--- src/design/ethernet_header_classifier_defines.svh ---
// Assertion macros for the Ethernet header classifier.
// Included by files that carry concurrent checks; depends on nothing.
`ifndef ETHERNET_HEADER_CLASSIFIER_DEFINES_SVH
`define ETHERNET_HEADER_CLASSIFIER_DEFINES_SVH

// Same-cycle implication, checked outside reset
`define EHC_ASSERT_NOW(label, clk, rst_n, ante, cons, msg) \
    label: assert property (@(posedge clk) disable iff (!(rst_n)) (ante) |-> (cons)) \
        else $error(msg);

// Next-cycle implication, checked outside reset
`define EHC_ASSERT_NEXT(label, clk, rst_n, ante, cons, msg) \
    label: assert property (@(posedge clk) disable iff (!(rst_n)) (ante) |=> (cons)) \
        else $error(msg);

`endif

--- src/design/ehc_pkg.sv ---
// Shared constants, codes and structs of the Ethernet header classifier.
// Depends on nothing; the parser, counter bank and top level refer to it by scoped names.
`default_nettype none

package ehc_pkg;

    // Counter width and counter memory geometry
    localparam int COUNT_WIDTH = 32;
    localparam int L3_DEPTH    = 3;
    localparam int L4_DEPTH    = 4;
    localparam int L3_AW       = (L3_DEPTH > 1) ? $clog2(L3_DEPTH) : 1;
    localparam int L4_AW       = (L4_DEPTH > 1) ? $clog2(L4_DEPTH) : 1;

    // Network counter entries
    localparam logic [L3_AW-1:0] L3_IPV6 = L3_AW'(0);
    localparam logic [L3_AW-1:0] L3_IPV4 = L3_AW'(1);
    localparam logic [L3_AW-1:0] L3_ARP  = L3_AW'(2);

    // Transport counter entries (the ICMPv6 entry is never bumped)
    localparam logic [L4_AW-1:0] L4_TCP    = L4_AW'(0);
    localparam logic [L4_AW-1:0] L4_UDP    = L4_AW'(1);
    localparam logic [L4_AW-1:0] L4_ICMP   = L4_AW'(2);
    localparam logic [L4_AW-1:0] L4_ICMPV6 = L4_AW'(3);

    // EtherTypes
    localparam logic [15:0] ETYPE_VLAN  = 16'h8100;
    localparam logic [15:0] ETYPE_QINQ  = 16'h88A8;
    localparam logic [15:0] ETYPE_IPV6  = 16'h86DD;
    localparam logic [15:0] ETYPE_IPV4  = 16'h0800;
    localparam logic [15:0] ETYPE_ARP   = 16'h0806;

    // IPv4 protocol numbers
    localparam logic [7:0] PROTO_ICMP = 8'd1;
    localparam logic [7:0] PROTO_TCP  = 8'd6;
    localparam logic [7:0] PROTO_UDP  = 8'd17;

    // Header offsets and minimum lengths
    localparam logic [15:0] OFS_TYPE_HI  = 16'd12;
    localparam logic [15:0] OFS_TYPE_LO  = 16'd13;
    localparam logic [15:0] OFS_IHL      = 16'd14;
    localparam logic [15:0] OFS_PROTO    = 16'd23;
    localparam logic [15:0] OFS_SRC_LO   = 16'd26;
    localparam logic [15:0] OFS_SRC_HI   = 16'd29;
    localparam logic [15:0] OFS_DST_LO   = 16'd30;
    localparam logic [15:0] OFS_DST_HI   = 16'd33;
    localparam logic [6:0]  L3_BASE      = 7'd14;
    localparam logic [15:0] MIN_ETH      = 16'd14;
    localparam logic [15:0] MIN_VLAN     = 16'd18;
    localparam logic [15:0] MIN_IPV6     = 16'd54;
    localparam logic [15:0] MIN_IPV4     = 16'd34;
    localparam logic [15:0] MIN_ARP      = 16'd22;
    localparam logic [6:0]  NEED_TCP     = 7'd20;
    localparam logic [6:0]  NEED_SHORT   = 7'd8;
    localparam logic [15:0] LEN_MAX      = 16'hFFFF;

    // Packet classes
    typedef enum logic [2:0] {
        CLS_OTHER = 3'd0,
        CLS_VLAN  = 3'd1,
        CLS_IPV6  = 3'd2,
        CLS_IPV4  = 3'd3,
        CLS_TCP   = 3'd4,
        CLS_UDP   = 3'd5,
        CLS_ICMP  = 3'd6,
        CLS_ARP   = 3'd7
    } t_class;

    // Classified frame, ready for counting
    typedef struct packed {
        logic              verdict;
        t_class            cls;
        logic              report;
        logic [15:0]       frame_length;
        logic [15:0]       ether_type;
        logic [7:0]        ip_protocol;
        logic [31:0]       src_addr;
        logic [31:0]       dst_addr;
        logic [15:0]       src_port;
        logic [15:0]       dst_port;
        logic              l3_bump;
        logic [L3_AW-1:0]  l3_idx;
        logic              l4_bump;
        logic [L4_AW-1:0]  l4_idx;
    } t_frame;

    // Counter read request, issued as the final byte is taken
    typedef struct packed {
        logic              en;
        logic [L3_AW-1:0]  l3_idx;
        logic [L4_AW-1:0]  l4_idx;
    } t_cnt_rd;

    // Counter write-back, issued as a frame leaves the count stage
    typedef struct packed {
        logic              en;
        logic              l3_bump;
        logic [L3_AW-1:0]  l3_idx;
        logic              l4_bump;
        logic [L4_AW-1:0]  l4_idx;
    } t_cnt_upd;

endpackage

`default_nettype wire

--- src/design/ehc_in_if.sv ---
// Byte stream channel into the classifier: valid, ready, data byte, last flag.
// Depends on nothing.
`default_nettype none

interface ehc_in_if;
    logic       valid;
    logic       ready;
    logic [7:0] data_byte;
    logic       last_byte;

    modport source (output valid, data_byte, last_byte, input ready);
    modport sink   (input valid, data_byte, last_byte, output ready);
endinterface

`default_nettype wire

--- src/design/ehc_out_if.sv ---
// Verdict channel out of the classifier: valid, ready and one result per frame.
// Depends on nothing.
`default_nettype none

interface ehc_out_if;
    logic        valid;
    logic        ready;
    logic        verdict;
    logic [2:0]  packet_class;
    logic        report_valid;
    logic [15:0] frame_length;
    logic [15:0] ether_type;
    logic [7:0]  ip_protocol;
    logic [31:0] src_addr;
    logic [31:0] dst_addr;
    logic [15:0] src_port;
    logic [15:0] dst_port;
    logic [31:0] l3_count;
    logic [31:0] l4_count;

    modport source (output valid, verdict, packet_class, report_valid, frame_length,
                    ether_type, ip_protocol, src_addr, dst_addr, src_port, dst_port,
                    l3_count, l4_count, input ready);
    modport sink   (input valid, verdict, packet_class, report_valid, frame_length,
                    ether_type, ip_protocol, src_addr, dst_addr, src_port, dst_port,
                    l3_count, l4_count, output ready);
endinterface

`default_nettype wire

--- src/design/ehc_ram.sv ---
// Generic single-write, single-read RAM with registered read data.
// A read of the address written in the same cycle returns the old contents.
`default_nettype none

module ehc_ram #(
    parameter int WIDTH = 32,
    parameter int DEPTH = 4,
    parameter int AW    = (DEPTH > 1) ? $clog2(DEPTH) : 1
) (
    input  wire logic             i_clk,
    input  wire logic             i_wr_en,
    input  wire logic [AW-1:0]    i_wr_addr,
    input  wire logic [WIDTH-1:0] i_wr_data,
    input  wire logic             i_rd_en,
    input  wire logic [AW-1:0]    i_rd_addr,
    output logic      [WIDTH-1:0] o_rd_data
);

    logic [WIDTH-1:0] r_mem [DEPTH];

    // Write port and registered read port
    always_ff @(posedge i_clk) begin
        if (i_wr_en) begin
            r_mem[i_wr_addr] <= i_wr_data;
        end
        if (i_rd_en) begin
            o_rd_data <= r_mem[i_rd_addr];
        end
    end

endmodule

`default_nettype wire

--- src/design/ehc_parser.sv ---
// Header capture at fixed and header-length-based byte offsets, and frame classification on the final byte.
// Depends on ehc_pkg.
`default_nettype none

module ehc_parser (
    input  wire logic            i_clk,
    input  wire logic            i_rst_n,
    input  wire logic            i_accept,
    input  wire logic [7:0]      i_data_byte,
    input  wire logic            i_last_byte,
    output ehc_pkg::t_frame      o_frame
);

    logic [15:0] r_byte_index, n_byte_index;
    logic [15:0] r_type, n_type;
    logic [3:0]  r_hw, n_hw;
    logic [7:0]  r_proto, n_proto;
    logic [31:0] r_src_addr, n_src_addr;
    logic [31:0] r_dst_addr, n_dst_addr;
    logic [15:0] r_src_port, n_src_port;
    logic [15:0] r_dst_port, n_dst_port;

    logic [15:0] len;
    logic [6:0]  base;
    logic [6:0]  need;
    logic        has_l4;

    // Capture header fields as their bytes go by
    always_comb begin
        n_hw       = (r_byte_index == ehc_pkg::OFS_IHL) ? i_data_byte[3:0] : r_hw;
        n_type     = r_type;
        n_proto    = r_proto;
        n_src_addr = r_src_addr;
        n_dst_addr = r_dst_addr;
        n_src_port = r_src_port;
        n_dst_port = r_dst_port;
        base       = ehc_pkg::L3_BASE + {1'b0, n_hw, 2'b00};
        if (r_byte_index == ehc_pkg::OFS_TYPE_HI) begin
            n_type[15:8] = i_data_byte;
        end
        if (r_byte_index == ehc_pkg::OFS_TYPE_LO) begin
            n_type[7:0] = i_data_byte;
        end
        if (r_byte_index == ehc_pkg::OFS_PROTO) begin
            n_proto = i_data_byte;
        end
        if (r_byte_index >= ehc_pkg::OFS_SRC_LO && r_byte_index <= ehc_pkg::OFS_SRC_HI) begin
            n_src_addr = {r_src_addr[23:0], i_data_byte};
        end
        if (r_byte_index >= ehc_pkg::OFS_DST_LO && r_byte_index <= ehc_pkg::OFS_DST_HI) begin
            n_dst_addr = {r_dst_addr[23:0], i_data_byte};
        end
        if (r_byte_index == 16'(base)) begin
            n_src_port[15:8] = i_data_byte;
        end
        if (r_byte_index == 16'(base + 7'd1)) begin
            n_src_port[7:0] = i_data_byte;
        end
        if (r_byte_index == 16'(base + 7'd2)) begin
            n_dst_port[15:8] = i_data_byte;
        end
        if (r_byte_index == 16'(base + 7'd3)) begin
            n_dst_port[7:0] = i_data_byte;
        end
        len          = (r_byte_index == ehc_pkg::LEN_MAX) ? ehc_pkg::LEN_MAX
                                                          : r_byte_index + 16'd1;
        n_byte_index = len;
    end

    // Classify the frame from the fields as they stand after this byte
    always_comb begin
        o_frame              = '0;
        o_frame.cls          = ehc_pkg::CLS_OTHER;
        o_frame.frame_length = len;
        need                 = '0;
        has_l4               = 1'b0;
        if (len >= ehc_pkg::MIN_ETH) begin
            o_frame.ether_type = n_type;
            if (n_type == ehc_pkg::ETYPE_VLAN || n_type == ehc_pkg::ETYPE_QINQ) begin
                o_frame.cls     = ehc_pkg::CLS_VLAN;
                o_frame.verdict = (len < ehc_pkg::MIN_VLAN);
            end else if (n_type == ehc_pkg::ETYPE_IPV6) begin
                o_frame.cls     = ehc_pkg::CLS_IPV6;
                o_frame.l3_bump = 1'b1;
                o_frame.l3_idx  = ehc_pkg::L3_IPV6;
                o_frame.verdict = (len < ehc_pkg::MIN_IPV6);
            end else if (n_type == ehc_pkg::ETYPE_IPV4) begin
                if (len >= ehc_pkg::MIN_IPV4) begin
                    o_frame.l3_bump     = 1'b1;
                    o_frame.l3_idx      = ehc_pkg::L3_IPV4;
                    o_frame.ip_protocol = n_proto;
                    o_frame.src_addr    = n_src_addr;
                    o_frame.dst_addr    = n_dst_addr;
                    o_frame.cls         = ehc_pkg::CLS_IPV4;
                    if (n_proto == ehc_pkg::PROTO_TCP) begin
                        o_frame.cls    = ehc_pkg::CLS_TCP;
                        o_frame.l4_idx = ehc_pkg::L4_TCP;
                        need           = ehc_pkg::NEED_TCP;
                        has_l4         = 1'b1;
                    end else if (n_proto == ehc_pkg::PROTO_UDP) begin
                        o_frame.cls    = ehc_pkg::CLS_UDP;
                        o_frame.l4_idx = ehc_pkg::L4_UDP;
                        need           = ehc_pkg::NEED_SHORT;
                        has_l4         = 1'b1;
                    end else if (n_proto == ehc_pkg::PROTO_ICMP) begin
                        o_frame.cls    = ehc_pkg::CLS_ICMP;
                        o_frame.l4_idx = ehc_pkg::L4_ICMP;
                        need           = ehc_pkg::NEED_SHORT;
                        has_l4         = 1'b1;
                    end
                    // Drop when the transport header is cut off
                    if (has_l4 && len < 16'(base + need)) begin
                        o_frame.verdict = 1'b1;
                    end else begin
                        o_frame.report  = 1'b1;
                        o_frame.l4_bump = has_l4;
                        if (n_proto == ehc_pkg::PROTO_TCP || n_proto == ehc_pkg::PROTO_UDP) begin
                            o_frame.src_port = n_src_port;
                            o_frame.dst_port = n_dst_port;
                        end
                    end
                end
            end else if (n_type == ehc_pkg::ETYPE_ARP) begin
                if (len >= ehc_pkg::MIN_ARP) begin
                    o_frame.cls     = ehc_pkg::CLS_ARP;
                    o_frame.l3_bump = 1'b1;
                    o_frame.l3_idx  = ehc_pkg::L3_ARP;
                    o_frame.report  = 1'b1;
                end
            end
        end
    end

    // Advance per accepted byte; clear the frame state on reset and on the final byte
    always_ff @(posedge i_clk) begin
        if (!i_rst_n || (i_accept && i_last_byte)) begin
            r_byte_index <= '0;
            r_type       <= '0;
            r_hw         <= '0;
            r_proto      <= '0;
            r_src_addr   <= '0;
            r_dst_addr   <= '0;
            r_src_port   <= '0;
            r_dst_port   <= '0;
        end else if (i_accept) begin
            r_byte_index <= n_byte_index;
            r_type       <= n_type;
            r_hw         <= n_hw;
            r_proto      <= n_proto;
            r_src_addr   <= n_src_addr;
            r_dst_addr   <= n_dst_addr;
            r_src_port   <= n_src_port;
            r_dst_port   <= n_dst_port;
        end
    end

endmodule

`default_nettype wire

--- src/design/ehc_counter_bank.sv ---
// Class counters in two RAMs (network and transport) with read-modify-write.
// Depends on ehc_pkg and ehc_ram; forwards a write that lands on the read cycle.
`default_nettype none

module ehc_counter_bank (
    input  wire logic                          i_clk,
    input  wire logic                          i_rst_n,
    input  wire ehc_pkg::t_cnt_rd              i_rd,
    input  wire ehc_pkg::t_cnt_upd             i_upd,
    output logic [ehc_pkg::COUNT_WIDTH-1:0]    o_l3_next,
    output logic [ehc_pkg::COUNT_WIDTH-1:0]    o_l4_next
);

    localparam int CW = ehc_pkg::COUNT_WIDTH;

    logic                        l3_wr, l4_wr;
    logic [CW-1:0]               l3_dout, l4_dout;
    logic [CW-1:0]               l3_cur, l4_cur;
    logic [ehc_pkg::L3_DEPTH-1:0] r_l3_vld;
    logic [ehc_pkg::L4_DEPTH-1:0] r_l4_vld;
    logic                        r_l3_rd_vld, r_l4_rd_vld;
    logic                        r_l3_fwd_hit, r_l4_fwd_hit;
    logic [CW-1:0]               r_l3_fwd_data, r_l4_fwd_data;

    assign l3_wr = i_upd.en && i_upd.l3_bump;
    assign l4_wr = i_upd.en && i_upd.l4_bump;

    ehc_ram #(
        .WIDTH (CW),
        .DEPTH (ehc_pkg::L3_DEPTH)
    ) u_l3_ram (
        .i_clk     (i_clk),
        .i_wr_en   (l3_wr),
        .i_wr_addr (i_upd.l3_idx),
        .i_wr_data (o_l3_next),
        .i_rd_en   (i_rd.en),
        .i_rd_addr (i_rd.l3_idx),
        .o_rd_data (l3_dout)
    );

    ehc_ram #(
        .WIDTH (CW),
        .DEPTH (ehc_pkg::L4_DEPTH)
    ) u_l4_ram (
        .i_clk     (i_clk),
        .i_wr_en   (l4_wr),
        .i_wr_addr (i_upd.l4_idx),
        .i_wr_data (o_l4_next),
        .i_rd_en   (i_rd.en),
        .i_rd_addr (i_rd.l4_idx),
        .o_rd_data (l4_dout)
    );

    // Pick forwarded, stored or reset value, then increment
    assign l3_cur    = r_l3_fwd_hit ? r_l3_fwd_data : (r_l3_rd_vld ? l3_dout : '0);
    assign l4_cur    = r_l4_fwd_hit ? r_l4_fwd_data : (r_l4_rd_vld ? l4_dout : '0);
    assign o_l3_next = l3_cur + CW'(1);
    assign o_l4_next = l4_cur + CW'(1);

    // Track written entries so unwritten ones read as zero after reset
    always_ff @(posedge i_clk) begin
        if (!i_rst_n) begin
            r_l3_vld <= '0;
            r_l4_vld <= '0;
        end else begin
            if (l3_wr) begin
                r_l3_vld[i_upd.l3_idx] <= 1'b1;
            end
            if (l4_wr) begin
                r_l4_vld[i_upd.l4_idx] <= 1'b1;
            end
        end
    end

    // Note a write to the entry being read in the same cycle
    always_ff @(posedge i_clk) begin
        if (!i_rst_n) begin
            r_l3_rd_vld  <= 1'b0;
            r_l4_rd_vld  <= 1'b0;
            r_l3_fwd_hit <= 1'b0;
            r_l4_fwd_hit <= 1'b0;
        end else if (i_rd.en) begin
            r_l3_rd_vld  <= r_l3_vld[i_rd.l3_idx];
            r_l4_rd_vld  <= r_l4_vld[i_rd.l4_idx];
            r_l3_fwd_hit <= l3_wr && (i_upd.l3_idx == i_rd.l3_idx);
            r_l4_fwd_hit <= l4_wr && (i_upd.l4_idx == i_rd.l4_idx);
        end
    end

    // Hold the forwarded value alongside the read data
    always_ff @(posedge i_clk) begin
        if (i_rd.en) begin
            r_l3_fwd_data <= o_l3_next;
            r_l4_fwd_data <= o_l4_next;
        end
    end

endmodule

`default_nettype wire

--- src/design/ethernet_header_classifier.sv ---
// The verdict passes the count stage and the output register once the final byte is
// taken. Throughput: one byte per cycle, and one frame per cycle down to one-byte
// frames, unless verdicts stall; the network and transport counters each take at
// most one read-modify-write per frame in their own RAM (registered read, write-back
// forwarded to the next read). Reset clears the byte parser, the pipeline and the
// counters' per-entry valid bits, so all counters read zero at once; no clearing pass.
`default_nettype none
`include "ethernet_header_classifier_defines.svh"

module ethernet_header_classifier (
    input  wire logic i_clk,
    input  wire logic i_rst_n,
    ehc_in_if.sink    i_in,
    ehc_out_if.source o_out
);

    logic              accept;
    logic              frame_done;
    logic              s1_go;
    ehc_pkg::t_frame   frame;
    ehc_pkg::t_cnt_rd  cnt_rd;
    ehc_pkg::t_cnt_upd cnt_upd;
    logic [ehc_pkg::COUNT_WIDTH-1:0] l3_next, l4_next;

    logic              r_s1_valid;
    ehc_pkg::t_frame   r_s1;
    logic              r_out_valid;
    ehc_pkg::t_frame   r_out;
    logic [31:0]       r_out_l3, r_out_l4;

    // Handshake: take a byte while the count stage can move on
    assign s1_go      = r_s1_valid && (!r_out_valid || o_out.ready);
    assign i_in.ready = !r_s1_valid || s1_go;
    assign accept     = i_in.valid && i_in.ready;
    assign frame_done = accept && i_in.last_byte;

    ehc_parser u_parser (
        .i_clk       (i_clk),
        .i_rst_n     (i_rst_n),
        .i_accept    (accept),
        .i_data_byte (i_in.data_byte),
        .i_last_byte (i_in.last_byte),
        .o_frame     (frame)
    );

    // Read counters on the final byte, write back as the frame leaves
    assign cnt_rd.en      = frame_done;
    assign cnt_rd.l3_idx  = frame.l3_idx;
    assign cnt_rd.l4_idx  = frame.l4_idx;
    assign cnt_upd.en      = s1_go;
    assign cnt_upd.l3_bump = r_s1.l3_bump;
    assign cnt_upd.l3_idx  = r_s1.l3_idx;
    assign cnt_upd.l4_bump = r_s1.l4_bump;
    assign cnt_upd.l4_idx  = r_s1.l4_idx;

    ehc_counter_bank u_counters (
        .i_clk     (i_clk),
        .i_rst_n   (i_rst_n),
        .i_rd      (cnt_rd),
        .i_upd     (cnt_upd),
        .o_l3_next (l3_next),
        .o_l4_next (l4_next)
    );

    // Count stage and output register valids
    always_ff @(posedge i_clk) begin
        if (!i_rst_n) begin
            r_s1_valid  <= 1'b0;
            r_out_valid <= 1'b0;
        end else begin
            if (frame_done) begin
                r_s1_valid <= 1'b1;
            end else if (s1_go) begin
                r_s1_valid <= 1'b0;
            end
            if (s1_go) begin
                r_out_valid <= 1'b1;
            end else if (o_out.ready) begin
                r_out_valid <= 1'b0;
            end
        end
    end

    // Count stage and output register payload
    always_ff @(posedge i_clk) begin
        if (frame_done) begin
            r_s1 <= frame;
        end
        if (s1_go) begin
            r_out    <= r_s1;
            r_out_l3 <= r_s1.l3_bump ? 32'(l3_next) : 32'd0;
            r_out_l4 <= r_s1.l4_bump ? 32'(l4_next) : 32'd0;
        end
    end

    // Drive the result request
    assign o_out.valid        = r_out_valid;
    assign o_out.verdict      = r_out.verdict;
    assign o_out.packet_class = r_out.cls;
    assign o_out.report_valid = r_out.report;
    assign o_out.frame_length = r_out.frame_length;
    assign o_out.ether_type   = r_out.ether_type;
    assign o_out.ip_protocol  = r_out.ip_protocol;
    assign o_out.src_addr     = r_out.src_addr;
    assign o_out.dst_addr     = r_out.dst_addr;
    assign o_out.src_port     = r_out.src_port;
    assign o_out.dst_port     = r_out.dst_port;
    assign o_out.l3_count     = r_out_l3;
    assign o_out.l4_count     = r_out_l4;

    // Checks
    `EHC_ASSERT_NOW(a_no_s1_overwrite, i_clk, i_rst_n, r_s1_valid && !s1_go, !frame_done,
        "final byte taken while the count stage is stalled")
    `EHC_ASSERT_NEXT(a_frame_enters_s1, i_clk, i_rst_n, frame_done, r_s1_valid,
        "finished frame did not reach the count stage")
    `EHC_ASSERT_NOW(a_report_passes, i_clk, i_rst_n, r_out_valid && r_out.report,
        !r_out.verdict, "report given for a dropped frame")
    `EHC_ASSERT_NOW(a_l4_count_class, i_clk, i_rst_n, r_out_valid && r_out_l4 != 32'd0,
        r_out.cls == ehc_pkg::CLS_TCP || r_out.cls == ehc_pkg::CLS_UDP ||
        r_out.cls == ehc_pkg::CLS_ICMP, "transport count on a non-transport class")

endmodule

`default_nettype wire

--- src/flat_wrapper.sv ---
// flat-port wrapper written by rule: the top's interface ports become plain ports
module ethernet_header_classifier_flat 
  (i_clk, i_rst_n, i_in_valid, i_in_data_byte, i_in_last_byte, i_in_ready, o_out_valid, o_out_verdict, o_out_packet_class, o_out_report_valid, o_out_frame_length, o_out_ether_type, o_out_ip_protocol, o_out_src_addr, o_out_dst_addr, o_out_src_port, o_out_dst_port, o_out_l3_count, o_out_l4_count, o_out_ready);
  ehc_in_if i_in_i ();
  ehc_out_if o_out_i ();
  input  wire logic i_clk;
  input  wire logic i_rst_n;
  input wire logic [$bits(i_in_i.valid)-1:0] i_in_valid;
  input wire logic [$bits(i_in_i.data_byte)-1:0] i_in_data_byte;
  input wire logic [$bits(i_in_i.last_byte)-1:0] i_in_last_byte;
  output wire logic [$bits(i_in_i.ready)-1:0] i_in_ready;
  output wire logic [$bits(o_out_i.valid)-1:0] o_out_valid;
  output wire logic [$bits(o_out_i.verdict)-1:0] o_out_verdict;
  output wire logic [$bits(o_out_i.packet_class)-1:0] o_out_packet_class;
  output wire logic [$bits(o_out_i.report_valid)-1:0] o_out_report_valid;
  output wire logic [$bits(o_out_i.frame_length)-1:0] o_out_frame_length;
  output wire logic [$bits(o_out_i.ether_type)-1:0] o_out_ether_type;
  output wire logic [$bits(o_out_i.ip_protocol)-1:0] o_out_ip_protocol;
  output wire logic [$bits(o_out_i.src_addr)-1:0] o_out_src_addr;
  output wire logic [$bits(o_out_i.dst_addr)-1:0] o_out_dst_addr;
  output wire logic [$bits(o_out_i.src_port)-1:0] o_out_src_port;
  output wire logic [$bits(o_out_i.dst_port)-1:0] o_out_dst_port;
  output wire logic [$bits(o_out_i.l3_count)-1:0] o_out_l3_count;
  output wire logic [$bits(o_out_i.l4_count)-1:0] o_out_l4_count;
  input wire logic [$bits(o_out_i.ready)-1:0] o_out_ready;
  assign i_in_i.valid = i_in_valid;
  assign i_in_i.data_byte = i_in_data_byte;
  assign i_in_i.last_byte = i_in_last_byte;
  assign i_in_ready = i_in_i.ready;
  assign o_out_valid = o_out_i.valid;
  assign o_out_verdict = o_out_i.verdict;
  assign o_out_packet_class = o_out_i.packet_class;
  assign o_out_report_valid = o_out_i.report_valid;
  assign o_out_frame_length = o_out_i.frame_length;
  assign o_out_ether_type = o_out_i.ether_type;
  assign o_out_ip_protocol = o_out_i.ip_protocol;
  assign o_out_src_addr = o_out_i.src_addr;
  assign o_out_dst_addr = o_out_i.dst_addr;
  assign o_out_src_port = o_out_i.src_port;
  assign o_out_dst_port = o_out_i.dst_port;
  assign o_out_l3_count = o_out_i.l3_count;
  assign o_out_l4_count = o_out_i.l4_count;
  assign o_out_i.ready = o_out_ready;
  ethernet_header_classifier u_core (.i_clk(i_clk), .i_rst_n(i_rst_n), .i_in(i_in_i), .o_out(o_out_i));
endmodule
--- config.mk ---
export PLATFORM = sky130hd
export DESIGN_NAME = ethernet_header_classifier_flat
export DESIGN_NICKNAME = d
export VERILOG_FILES = /design/src/design/ehc_pkg.sv /design/src/design/ehc_in_if.sv /design/src/design/ehc_out_if.sv /design/src/design/ehc_ram.sv /design/src/design/ehc_parser.sv /design/src/design/ehc_counter_bank.sv /design/src/design/ethernet_header_classifier.sv /design/src/flat_wrapper.sv
export VERILOG_INCLUDE_DIRS = /design/src /design/src/design
export SDC_FILE = /design/constraint.sdc
export NUM_CORES = 1
export LEC_CHECK = 0
export BUFFER_PORTS_ARGS = -buffer_cell sky130_fd_sc_hd__buf_2
export CAP_MARGIN = 20
export CORE_MARGIN = 4
export CORE_UTILIZATION = 40
export DETAILED_ROUTE_END_ITERATION = 6
export GPL_TIMING_DRIVEN = 0
export HOLD_SLACK_MARGIN = 0.05
export SLEW_MARGIN = 10
export SYNTH_ARGS = -nofsm -noshare
export SYNTH_HDL_FRONTEND = slang
export SYNTH_SLANG_ARGS = --single-unit
--- constraint.sdc ---
create_clock -name i_clk -period 35.6 [get_ports i_clk]
set_input_delay 5.34 -clock i_clk [delete_from_list [all_inputs] [get_ports i_clk]]
set_output_delay 5.34 -clock i_clk [all_outputs]
set_load 0.05 [all_outputs]
==> results <==
- Clock-pin slew was measured on the worst setup and hold paths at 0.06 ns.
- The fraction of layout cells with a size suffix above 1 is 0.145.
- After detailed routing, the average wire length per cell comes to 20.2 um.
- After global routing the overflow that remains totals 0.
- Of the total power, the clock network draws 0.451.
- The area growth from synthesis to layout is 17.5%.
- In this run the static leakage power is 14.0 nW.
- The first global-routing pass estimated 128 mm of wire.
- Using the TritonRoute via totals, the vias-per-cell ratio works out to 5.29.
- The internal power of the cells totals 1.64 mW.
- For this design, the slowest cell found on the critical path is sky130_fd_sc_hd__nand2_1.
- The root buffer cell chosen for the clock tree is sky130_fd_sc_hd__clkbuf_16.
- The die covers 88200 sq um.
- The final setup skew is 0.0317 ns.
- The floorplan row count is 105.
- In the post-route analysis, the smallest setup slack over all paths is 23.89 ns.
- At the end of the flow, the number of nets in the layout was 2993.
- The maximum count of clock buffers along a single path is 3.
- The number of global-route vias before repair is 21600.
- The synthesized instance count is 2628.
- The final critical-path required period is 11.71 ns.
- The part of the total power dissipated in sequential elements is 0.507.
- The type of element launching the critical path is a primary input.
- Counting both buffers and inverters, the worst setup path holds a total of 2.
- The worst voltage drop across the vdd grid is 0.0000379 V.
- Measured against its own limit, the worst slew margin works out to 0.326.
- From left edge to right edge, the die measures 297 um.
- The category of cells accounting for the largest share of critical-path delay is simple AND/OR/NAND/NOR gates.
- The post-synthesis net count is 2660.
- The register with the most flip-flops in the layout has 141 of them.
- The remaining antenna violation count after routing is 0.
- The initial antenna violation count is 7.
- After clock tree synthesis, the repair step resized 0 gates.
- The cell repeated most along the worst path is sky130_fd_sc_hd__buf_2.
- The post-route setup TNS is 0 ns.
- The count of final setup violators is 0.
- The path class of the tightest hold or removal check is reg -> reg.
- The slew of the pin with the lowest slew margin is 1.00 ns.
- The highest cell delay on the worst timing path is 0.34 ns.
- The count of port buffers added during placement is 216.
- Of the total power, the share spent switching nets is 0.216.
- The period utilization is 0.329.
- The total clock sinks is 824.
- Hold repair after CTS inserted 0 buffers.
- The die boundary height is 297 um.
- The TritonCTS clock tree is done.
- The type of the setup path with the least slack is in -> out.
- The total vias in the final route is 21700.
- In the routed design, unresolved DRC markers number 0.
- The HPWL after detailed placement is 57.0 mm.
- In the synthesized netlist the dominant register cell turns out to be sky130_fd_sc_hd__edfxtp_1.
- The fill cell instance count of the final layout is 7316.
- The critical path goes through buf_2 -> nor2b_1 -> nand2_1 -> buf_2.
- The detailed-routing iteration count for the pre-antenna-repair pass is 7.
- The largest registers in the layout are u_core.r_s1 x141, u_core.u_counters.u_l3_ram.r_mem x96, u_core.u_counters.u_l4_ram.r_mem x96.
- Max-cap violations in this run came to 0.
- The number of buffers inserted during clock tree synthesis is 86.
- The post-place setup slack is 23.89 ns.
- The global placer's final weighted congestion is 0.889.
- The number of failing hold endpoints at the final stage was 0.
- Synthesis inferred 824 register bits.
- In this run the number of H-tree levels came out at 3.
- Once the clock tree was built, the setup fixing pass inserted 0 buffers.
- For this block, the initial DRC count from the detailed router was 1999.
- The initial utilization of the core area, before any placement, comes to 0.405.
- Of the synthesized area, sequential elements account for 0.695.
- The final max-slew violation count is 0.
- The count of flip-flops with a built-in enable after synthesis is 672.
- The core box area is 82500 sq um.
- The combinational power share is 0.041.
- The number of warnings printed during yosys synthesis is 0.
- Counting flops per register, the top entry is u_core.r_s1.
- The distinct cell type count of the synthesized netlist is 69.
- Derived from the worst setup path, the maximum achievable clock frequency is 0.0854 GHz.
- The area of the mapped netlist is 33400 sq um.
- In this run the count of I/O pins placed on the die edge is 220.
- Setup repair after global routing left no endpoint under its margin.
- The largest net degree at the start of global routing is 108.
- Data on the critical path arrives at its endpoint at 6.37 ns.
- On the final layout, the worst hold slack is 0.404 ns.
- The share of synthesized registers carrying an async set or reset is 0.
- The net switching power figure is 0.453 mW.
- Across every metal layer, demand over resource in global routing totals 0.183.
- STA classifies the critical path endpoint as an output pin.
- In this run the worst path has a maximum fanout of 4.
- The synthesized area divided by synthesized cell count is 12.7 sq um.
- The flow ran to the end, and the final reports show no timing, DRC or antenna violations.
- The required time at the worst-slack endpoint is 30.26 ns.
- The final wirelength is 82.9 mm.
- For the worst-skew pair, the clock arrives at the later sink with an insertion delay of 0.63 ns.
- In this run the power density over the cells is 53.3 nW/um^2.
==> power groups by stage <==
stage | registers (mW) | clock network (mW) | logic [mW]
final | 1.06 | 0.945 | 0.0867
after CTS | 1.06 | 0.969 | 0.0872
after global routing | 1.06 | 1.01 | 0.0928
after floorplan | 1.11 | 0 | 0.0378
after detailed placement | 1.08 | 0 | 0.0872
after global placement | 1.09 | 0 | 0.0829
==> cells in the mapped netlist (10+ instances only) <==
cell type / count / area [sq um]
sky130_fd_sc_hd__edfxtp_1: 672 / 20200
sky130_fd_sc_hd__nand2_1: 462 / 1730
sky130_fd_sc_hd__a21oi_1: 227 / 1140
sky130_fd_sc_hd__nor2_1: 187 / 702
sky130_fd_sc_hd__mux2i_1: 153 / 1530
sky130_fd_sc_hd__dfxtp_1: 152 / 3040
sky130_fd_sc_hd__clkbuf_1: 131 / 492
sky130_fd_sc_hd__and2_1: 80 / 500
sky130_fd_sc_hd__o21ai_0: 70 / 350
sky130_fd_sc_hd__xnor2_1: 53 / 464
sky130_fd_sc_hd__nand3_1: 48 / 240
sky130_fd_sc_hd__a22oi_1: 36 / 270
sky130_fd_sc_hd__xor2_1: 29 / 254
sky130_fd_sc_hd__nor3_1: 27 / 135
sky130_fd_sc_hd__nand4_1: 24 / 150
sky130_fd_sc_hd__ha_1: 18 / 225
sky130_fd_sc_hd__inv_1: 17 / 63.8
sky130_fd_sc_hd__buf_2: 15 / 75.1
sky130_fd_sc_hd__nand3b_1: 14 / 105
sky130_fd_sc_hd__a22o_1: 13 / 114
sky130_fd_sc_hd__nand4b_1: 13 / 114
sky130_fd_sc_hd__a211oi_1: 11 / 82.6
sky130_fd_sc_hd__nand2b_1: 11 / 68.8
sky130_fd_sc_hd__nor2b_1: 11 / 68.8
sky130_fd_sc_hd__nor3b_1: 11 / 82.6
sky130_fd_sc_hd__or3_1: 11 / 68.8
sky130_fd_sc_hd__buf_1: 10 / 37.5
==> final timing paths <==
kind / startpoint / to / slack [ns] / cells after the start
setup reg to reg: u_core.u_counters.r_l4_fwd_hit / u_core.o_out.l4_count[30] / 29.56 / 16
hold reg to reg: u_core.r_s1[61] / u_core.o_out.dst_addr[23] / 0.40 / 0
hold / removal: u_core.r_s1[61] / u_core.o_out.dst_addr[23] / 0.40 / 0
setup / recovery: o_out_ready / i_in_ready / 23.89 / 4
==> placed cells by master (no fill, tap or decap), types with 9 or more instances in the layout <==
cell type / netlist / routed
sky130_fd_sc_hd__clkbuf_1: 131 / 147
sky130_fd_sc_hd__xor2_1: 29 / 29
sky130_fd_sc_hd__clkbuf_16: 0 / 89
sky130_fd_sc_hd__dfxtp_1: 152 / 152
sky130_fd_sc_hd__o21a_1: 9 / 9
sky130_fd_sc_hd__a22oi_1: 36 / 36
sky130_fd_sc_hd__edfxtp_1: 672 / 672
sky130_fd_sc_hd__nor4_1: 9 / 9
sky130_fd_sc_hd__nand2b_1: 11 / 11
sky130_fd_sc_hd__a211oi_1: 11 / 11
sky130_fd_sc_hd__nand4_1: 24 / 24
sky130_fd_sc_hd__nor2b_1: 11 / 10
sky130_fd_sc_hd__buf_4: 0 / 15
sky130_fd_sc_hd__buf_6: 5 / 10
sky130_fd_sc_hd__or3_1: 11 / 11
sky130_fd_sc_hd__mux2i_1: 153 / 153
sky130_fd_sc_hd__nand4b_1: 13 / 13
sky130_fd_sc_hd__buf_1: 10 / 10
sky130_fd_sc_hd__clkinvlp_4: 0 / 11
sky130_fd_sc_hd__nand2_1: 462 / 462
sky130_fd_sc_hd__nor2_1: 187 / 187
sky130_fd_sc_hd__clkinv_2: 0 / 12
sky130_fd_sc_hd__o21ai_0: 70 / 70
sky130_fd_sc_hd__a21oi_1: 227 / 227
sky130_fd_sc_hd__nor3_1: 27 / 25
sky130_fd_sc_hd__buf_2: 15 / 231
sky130_fd_sc_hd__nand3_1: 48 / 48
sky130_fd_sc_hd__xnor2_1: 53 / 53
sky130_fd_sc_hd__nand3b_1: 14 / 14
sky130_fd_sc_hd__inv_1: 17 / 16
sky130_fd_sc_hd__ha_1: 18 / 18
sky130_fd_sc_hd__a22o_1: 13 / 13
sky130_fd_sc_hd__bufinv_16: 0 / 14
sky130_fd_sc_hd__and2_1: 80 / 80
==> routing by layer <==
| metal | vias to the layer above | track usage | routed length (um) |
|---|---|---|---|
| met1 | 10700 | 0.256 | 37300 |
| met3 | 140 | 0.0358 | 5380 |
| met2 | 671 | 0.290 | 38200 |
| met4 | 0 | 0.0585 | 2020 |
| li1 | 10200 | - | - |
| met5 | - | 0 | 0 |
==> final cells by class <==
cell class              instances  area, sq um  share of cell area
plain buffers                 161          661              0.0168
diodes                          5         12.5            0.000319
clock buffers                 107         2310              0.0589
flip-flops and latches        824        23200               0.591
multi-input cells            1626         9510               0.242
well taps                    1070         1340              0.0341
repair buffers                245         1450              0.0370
clock inverters                53          687              0.0175
inverters                      17         71.3             0.00182
==> cell families (layout without fill, tap and decap cells) <==
kind of cell               Yosys count  after routing  share of synthesized area
AOI/OAI and AO/OA                  409            409                     0.0705
xor gates and xnor gates            83             83                     0.0222
adders and majority gates           19             19                    0.00734
buffers and inverters              178            583                     0.0217
DFF                                824            824                      0.695
muxes                              157            157                     0.0472
other                                0              5                          0
and+or+nand+nor                    958            958                      0.136
==> through the flow <==
step / instances / instance area, sq um / power (mW) / util
2_1_floorplan: 2628 / 33400 / 1.14 / -
3_3_place_gp: 3914 / 35800 / 1.17 / 0.434
3_5_place_dp: 3943 / 36300 / 1.17 / 0.439
4_1_cts: 4103 / 39300 / 2.12 / 0.476
5_1_grt: 4105 / 39300 / 2.17 / 0.476
6_report: 4108 / 39300 / 2.09 / 0.476
Power figures use the tool's default switching activity.
